--- src/sv/window_convolution_3x3_macros.svh ---
// Assertion macros shared by the 3x3 window convolution RTL.
// Depends on nothing; expects i_clk and i_rst_n in the including module.
`ifndef WINDOW_CONVOLUTION_3X3_MACROS_SVH
`define WINDOW_CONVOLUTION_3X3_MACROS_SVH

// Same-cycle implication, disabled while reset is held.
`define WCV_ASSERT_NOW(lbl, ante, cons, msg) \
    lbl: assert property (@(posedge i_clk) disable iff (!i_rst_n) (ante) |-> (cons)) \
        else $error(msg);

// Next-cycle implication, disabled while reset is held.
`define WCV_ASSERT_NEXT(lbl, ante, cons, msg) \
    lbl: assert property (@(posedge i_clk) disable iff (!i_rst_n) (ante) |=> (cons)) \
        else $error(msg);

`endif

--- src/sv/wcv_pkg.sv ---
// Shared types and constants of the 3x3 window convolution.
// No dependencies; used by every module of the block except wcv_line_mem.
`default_nettype none

package wcv_pkg;

    localparam int KERNEL_SIZE = 3;
    localparam int PIX_W       = 16;
    localparam int COEF_W      = 16;
    localparam int PROD_W      = 32;
    localparam int ROWSUM_W    = 34;
    localparam int FULLSUM_W   = 36;
    localparam int SUM_W       = 35;
    localparam int POS_W       = 10;
    localparam int DIM_REG_W   = 11;
    localparam int COEF_REG_W  = 48;
    localparam int APB_DW      = 64;
    localparam int APB_AW      = 6;
    localparam int OUT_TDATA_W = 56;
    localparam int LINE_WORD_W = 2 * PIX_W;

    localparam logic [DIM_REG_W-1:0] DIM_RESET = 11'd1024;

    // Register indexes on the configuration port (byte address = 8 * index).
    typedef enum logic [2:0] {
        REG_WIDTH    = 3'd0,
        REG_HEIGHT   = 3'd1,
        REG_COEF_TOP = 3'd2,
        REG_COEF_MID = 3'd3,
        REG_COEF_BOT = 3'd4
    } t_reg_idx;

    // Nine coefficients, [row][col], row 0 applies to the oldest image row.
    typedef logic [KERNEL_SIZE-1:0][KERNEL_SIZE-1:0][COEF_W-1:0] t_coef_set;

    // Position and frame marker that travel with a result through the pipeline.
    typedef struct packed {
        logic [POS_W-1:0] center_row;
        logic [POS_W-1:0] center_col;
        logic             frame_end;
    } t_meta;

endpackage

`default_nettype wire

--- src/sv/wcv_cfg.sv ---
// Configuration registers on an APB-style port, plus clamped image dimensions.
// Depends on wcv_pkg.
`default_nettype none

module wcv_cfg #(
    parameter int MAX_WIDTH  = 1024,
    parameter int MAX_HEIGHT = 1024,
    parameter int WDIM_W     = 11,
    parameter int HDIM_W     = 11
) (
    input  wire logic                         i_clk,
    input  wire logic                         i_rst_n,
    input  wire logic                         psel,
    input  wire logic                         penable,
    input  wire logic                         pwrite,
    input  wire logic [wcv_pkg::APB_AW-1:0]   paddr,
    input  wire logic [wcv_pkg::APB_DW-1:0]   pwdata,
    output logic      [wcv_pkg::APB_DW-1:0]   prdata,
    output logic                              pready,
    output logic      [WDIM_W-1:0]            o_eff_width,
    output logic      [HDIM_W-1:0]            o_eff_height,
    output wcv_pkg::t_coef_set                o_coef
);

    logic [wcv_pkg::DIM_REG_W-1:0]  r_width;
    logic [wcv_pkg::DIM_REG_W-1:0]  r_height;
    logic [wcv_pkg::COEF_REG_W-1:0] r_coef_top;
    logic [wcv_pkg::COEF_REG_W-1:0] r_coef_mid;
    logic [wcv_pkg::COEF_REG_W-1:0] r_coef_bot;
    logic                           w_wr;
    wcv_pkg::t_reg_idx              w_idx;

    assign pready = 1'b1;
    assign w_wr   = psel && penable && pwrite;
    assign w_idx  = wcv_pkg::t_reg_idx'(paddr[5:3]);

    // Register writes; indexes past the list are ignored.
    always_ff @(posedge i_clk) begin
        if (!i_rst_n) begin
            r_width    <= wcv_pkg::DIM_RESET;
            r_height   <= wcv_pkg::DIM_RESET;
            r_coef_top <= '0;
            r_coef_mid <= '0;
            r_coef_bot <= '0;
        end else if (w_wr) begin
            case (w_idx)
                wcv_pkg::REG_WIDTH:    r_width    <= pwdata[wcv_pkg::DIM_REG_W-1:0];
                wcv_pkg::REG_HEIGHT:   r_height   <= pwdata[wcv_pkg::DIM_REG_W-1:0];
                wcv_pkg::REG_COEF_TOP: r_coef_top <= pwdata[wcv_pkg::COEF_REG_W-1:0];
                wcv_pkg::REG_COEF_MID: r_coef_mid <= pwdata[wcv_pkg::COEF_REG_W-1:0];
                wcv_pkg::REG_COEF_BOT: r_coef_bot <= pwdata[wcv_pkg::COEF_REG_W-1:0];
                default: ;
            endcase
        end
    end

    // Read mux.
    always_comb begin
        prdata = '0;
        case (w_idx)
            wcv_pkg::REG_WIDTH:    prdata = wcv_pkg::APB_DW'(r_width);
            wcv_pkg::REG_HEIGHT:   prdata = wcv_pkg::APB_DW'(r_height);
            wcv_pkg::REG_COEF_TOP: prdata = wcv_pkg::APB_DW'(r_coef_top);
            wcv_pkg::REG_COEF_MID: prdata = wcv_pkg::APB_DW'(r_coef_mid);
            wcv_pkg::REG_COEF_BOT: prdata = wcv_pkg::APB_DW'(r_coef_bot);
            default:               prdata = '0;
        endcase
    end

    // Dimensions below the kernel size act as the kernel size, above the maximum as the maximum.
    always_comb begin
        priority if (32'(r_width) < 32'(wcv_pkg::KERNEL_SIZE)) begin
            o_eff_width = WDIM_W'(wcv_pkg::KERNEL_SIZE);
        end else if (32'(r_width) > 32'(MAX_WIDTH)) begin
            o_eff_width = WDIM_W'(MAX_WIDTH);
        end else begin
            o_eff_width = WDIM_W'(r_width);
        end
        priority if (32'(r_height) < 32'(wcv_pkg::KERNEL_SIZE)) begin
            o_eff_height = HDIM_W'(wcv_pkg::KERNEL_SIZE);
        end else if (32'(r_height) > 32'(MAX_HEIGHT)) begin
            o_eff_height = HDIM_W'(MAX_HEIGHT);
        end else begin
            o_eff_height = HDIM_W'(r_height);
        end
    end

    // Unpack coefficients, left coefficient in the low bits of each row register.
    always_comb begin
        for (int j = 0; j < wcv_pkg::KERNEL_SIZE; j++) begin
            o_coef[0][j] = r_coef_top[j*wcv_pkg::COEF_W +: wcv_pkg::COEF_W];
            o_coef[1][j] = r_coef_mid[j*wcv_pkg::COEF_W +: wcv_pkg::COEF_W];
            o_coef[2][j] = r_coef_bot[j*wcv_pkg::COEF_W +: wcv_pkg::COEF_W];
        end
    end

endmodule

`default_nettype wire

--- config.mk ---
export PLATFORM = sky130hd
export DESIGN_NAME = wcv_cfg
export DESIGN_NICKNAME = d
export VERILOG_FILES = /design/src/sv/window_convolution_3x3_macros.svh /design/src/sv/wcv_pkg.sv /design/src/sv/wcv_cfg.sv
export SDC_FILE = /design/constraint.sdc
export NUM_CORES = 1
export LEC_CHECK = 0
export BUFFER_PORTS_ARGS = -buffer_cell sky130_fd_sc_hd__buf_4
export CORE_UTILIZATION = 41
export CTS_CLUSTER_SIZE = 28
export DETAILED_ROUTE_END_ITERATION = 8
export PLACE_DENSITY = 0.69
export SYNTH_ARGS = -nofsm -noshare
export SYNTH_HDL_FRONTEND = slang
export SYNTH_SLANG_ARGS = --single-unit
--- constraint.sdc ---
create_clock -name i_clk -period 2.5 [get_ports i_clk]
set_input_delay 0.5 -clock i_clk [delete_from_list [all_inputs] [get_ports i_clk]]
set_output_delay 0.5 -clock i_clk [all_outputs]
set_load 0.01 [all_outputs]
==> flow_summary.json <==
{
  "outcome": "finished, violations left",
  "violations": "design-rule violations",
  "synth_cell_type_count": 23,
  "max_stage_delay_ps": 580,
  "wl_met1_mm": 9.669,
  "worstSetupPathType": "reg2out",
  "dieArea_sq_um": 19120,
  "hp-start": "pwdata[10]",
  "nNetsFinal": 1111,
  "syn-instance-count": 788,
  "syn_to_final_growth_pct": 36.93,
  "leakage_nw": 4.390,
  "crit_required_ps": 2000,
  "slew_viol_final": 0,
  "clock_sinks": 166,
  "cts_repair_resize_count": 0,
  "wl_per_cell_um": 17.13,
  "grt_pass1_wl_mm": 34.10,
  "path_cells": "nor4_1, a21oi_1, nor2_1, buf_4",
  "grt_max_degree": 53,
  "synth_area_sq_um": 7612,
  "crit_fanout": 4,
  "die_x_um": 138.3,
  "io_buffers": 269,
  "highest_layer": "met4",
  "tns_ps": 0,
  "drt-total-wl_mm": 21.90,
  "grt_pass1_vias": 6162,
  "cts_root_buf": "clkbuf_16",
  "regToRegSetupSlack_ps": 1570,
  "timing.rr.start": "r_width[10]",
  "hold_ws_ps": 363.9,
  "dieHeight_um": 138.3,
  "hold_path_class": "in2reg",
  "rows": 49,
  "layout_min_cycle_time_ps": 2239,
  "met3_length_mm": 1.098,
  "end_kind": "output pin",
  "drc_errors": 40,
  "worst_slew_pin_slew_ps": 707.4,
  "wl_met2_mm": 10.58,
  "fin_crit_sh_pct": 89.55,
  "gp_congestion": 0.7868,
  "cts-buffers-inserted": 17,
  "r2r-end": "r_width[10]",
  "slew_headroom_pct": 52.84,
  "vias_per_cell": 5.041,
  "cts_setup_buffers": 0,
  "cts_tree": "yes",
  "finalHoldViolCount": 0,
  "cp_slowest_cell": "nor4_1",
  "place_hpwl_mm": 15.32,
  "initial_core_util_pct": 42.09,
  "final_core_util_pct": 57.63,
  "cp.arrival_ps": 1740,
  "io_pins": 306,
  "htree_levels": 4,
  "drv_cap": 0,
  "final_cell_mix": "buf_4 (287), mux2i_1 (225), nand2_1 (212), dfxtp_1 (166), o2bb2ai_1 (37)",
  "clk_path_buf_depth": 2,
  "antenna_found_initial": 1,
  "critPathLaunchType": "register",
  "peakVddDrop_uv": 445.4,
  "first_iter_violations": 247,
  "design.core.area_sq_um": 18090,
  "yosysWarnings": 0,
  "hold_depth": 3,
  "drt-pass1-iter-count": 7,
  "rsz0062_at_grt": "false",
  "grtUsageTotal_pct": 22.75,
  "holdBufCountCts": 0,
  "fin_total_pwr_mw": 5.837,
  "reg2regPathDepth": 2,
  "clkSlewWorstSetupHoldPaths_ps": 70,
  "min_to": "r_width[10]",
  "power_density_nw_per_um2": 560.0,
  "syn_area_per_cell_sq_um": 9.660,
  "fin_skew_ps": 0,
  "grt_remaining_overflow": 0,
  "fmax_mhz": 446.7,
  "synth-seq-area-share_pct": 43.66,
  "ant_nets": 0,
  "final_common_cell": "buf_4",
  "worstSkewPairLatency_ps": 420,
  "vias": 6448,
  "drive_gt1_share_pct": 31.84,
  "setup_violations": 0,
  "synth_seq_cells": 166
}
[worst max-delay path, delay by kind of cell, from the launching register on]
family                 cells  cell delay, ps
and+or+nand+nor            2             690
DFF                        1             340
AOI/OAI and AO/OA          1             140
buffers and inverters      1             130
[logic make-up (layout without fill, tap and decap cells)]
group	after synthesis	in the layout	synth area share, %
muxes	225	225	29.59
AOI/OAI and AO/OA	63	63	6.509
other	2	18	0.09866
and+or+nand+nor	251	251	13.77
buffers and inverters	81	327	6.377
DFF	166	166	43.66
[stage by stage]
stage | area (sq um) | setup WS [ps] | std cells
floorplan | 7669 | 633.8 | 803
global placement | 9798 | 314.4 | 1246
detailed placement | 9798 | 300.5 | 1246
CTS | 10420 | 299.3 | 1278
global route | 10420 | 202.5 | 1279
finish | 10420 | 261.3 | 1279
[flip-flops by register name (all words and copies together), names as in the netlist]
signal      count
r_coef_bot     48
r_coef_top     48
r_coef_mid     48
r_width        11
r_height       11
[cells in the mapped netlist]
master     number  share of area, %
nor2_2          1             0.082
a21o_1         11               1.1
a21oi_1         4              0.26
nor2b_1        19               1.6
nand2_1       212                10
buf_1           1             0.049
dfxtp_1       166                44
o2bb2ai_1      37               4.3
buf_2          16               1.1
buf_8           2              0.39
nand2b_1        3              0.25
buf_6           6              0.89
o22ai_1        11              0.90
buf_4          25               2.5
clkbuf_1       31               1.5
nand4_2         1              0.16
conb_1          2             0.099
mux2i_1       225                30
nor2_4          1              0.15
or2_1           1             0.082
nor2_1          8              0.39
nand4b_4        1              0.31
nor4_1          4              0.33
[metal layers]
metal | up-vias | GRT usage [%]
met1 | 3077 | 28.08
met5 | - | 0
met3 | 31 | 5.507
met2 | 185 | 37.46
li1 | 3155 | -
met4 | 0 | 10.70
[area by class of cell]
type | count | area [sq um]
Clock buffer | 18 | 439.2
Multi-Input combinational cell | 556 | 3882
Antenna cell | 1 | 2.502
Fill cell | 1622 | 7662
Clock inverter | 14 | 183.9
Sequential cell | 166 | 3323
Tap cell | 229 | 286.5
Timing Repair Buffer | 295 | 2306
[how the worst max path moves through the flow]
| stage | depth (start not counted) | from | slack (ps) | to |
|---|---|---|---|---|
| 2_1_floorplan | 5 | paddr[4] | 630 | prdata[0] |
| 5_1_grt | 4 | r_height[6] | 200 | o_eff_height[1] |
| 4_1_cts | 5 | paddr[3] | 300 | prdata[8] |
| 3_5_place_dp | 5 | paddr[3] | 300 | prdata[8] |
| 6_report | 4 | r_height[6] | 260 | o_eff_height[1] |
| 3_3_place_gp | 5 | paddr[3] | 310 | prdata[10] |
[power breakdown]
group          total [mW]  switching [mW]  internal [mW]
combinational       0.404           0.235          0.169
sequential           2.68          0.0176           2.66
clock                2.75            1.13           1.63
Note: power is estimated with default switching activity, not from simulation.
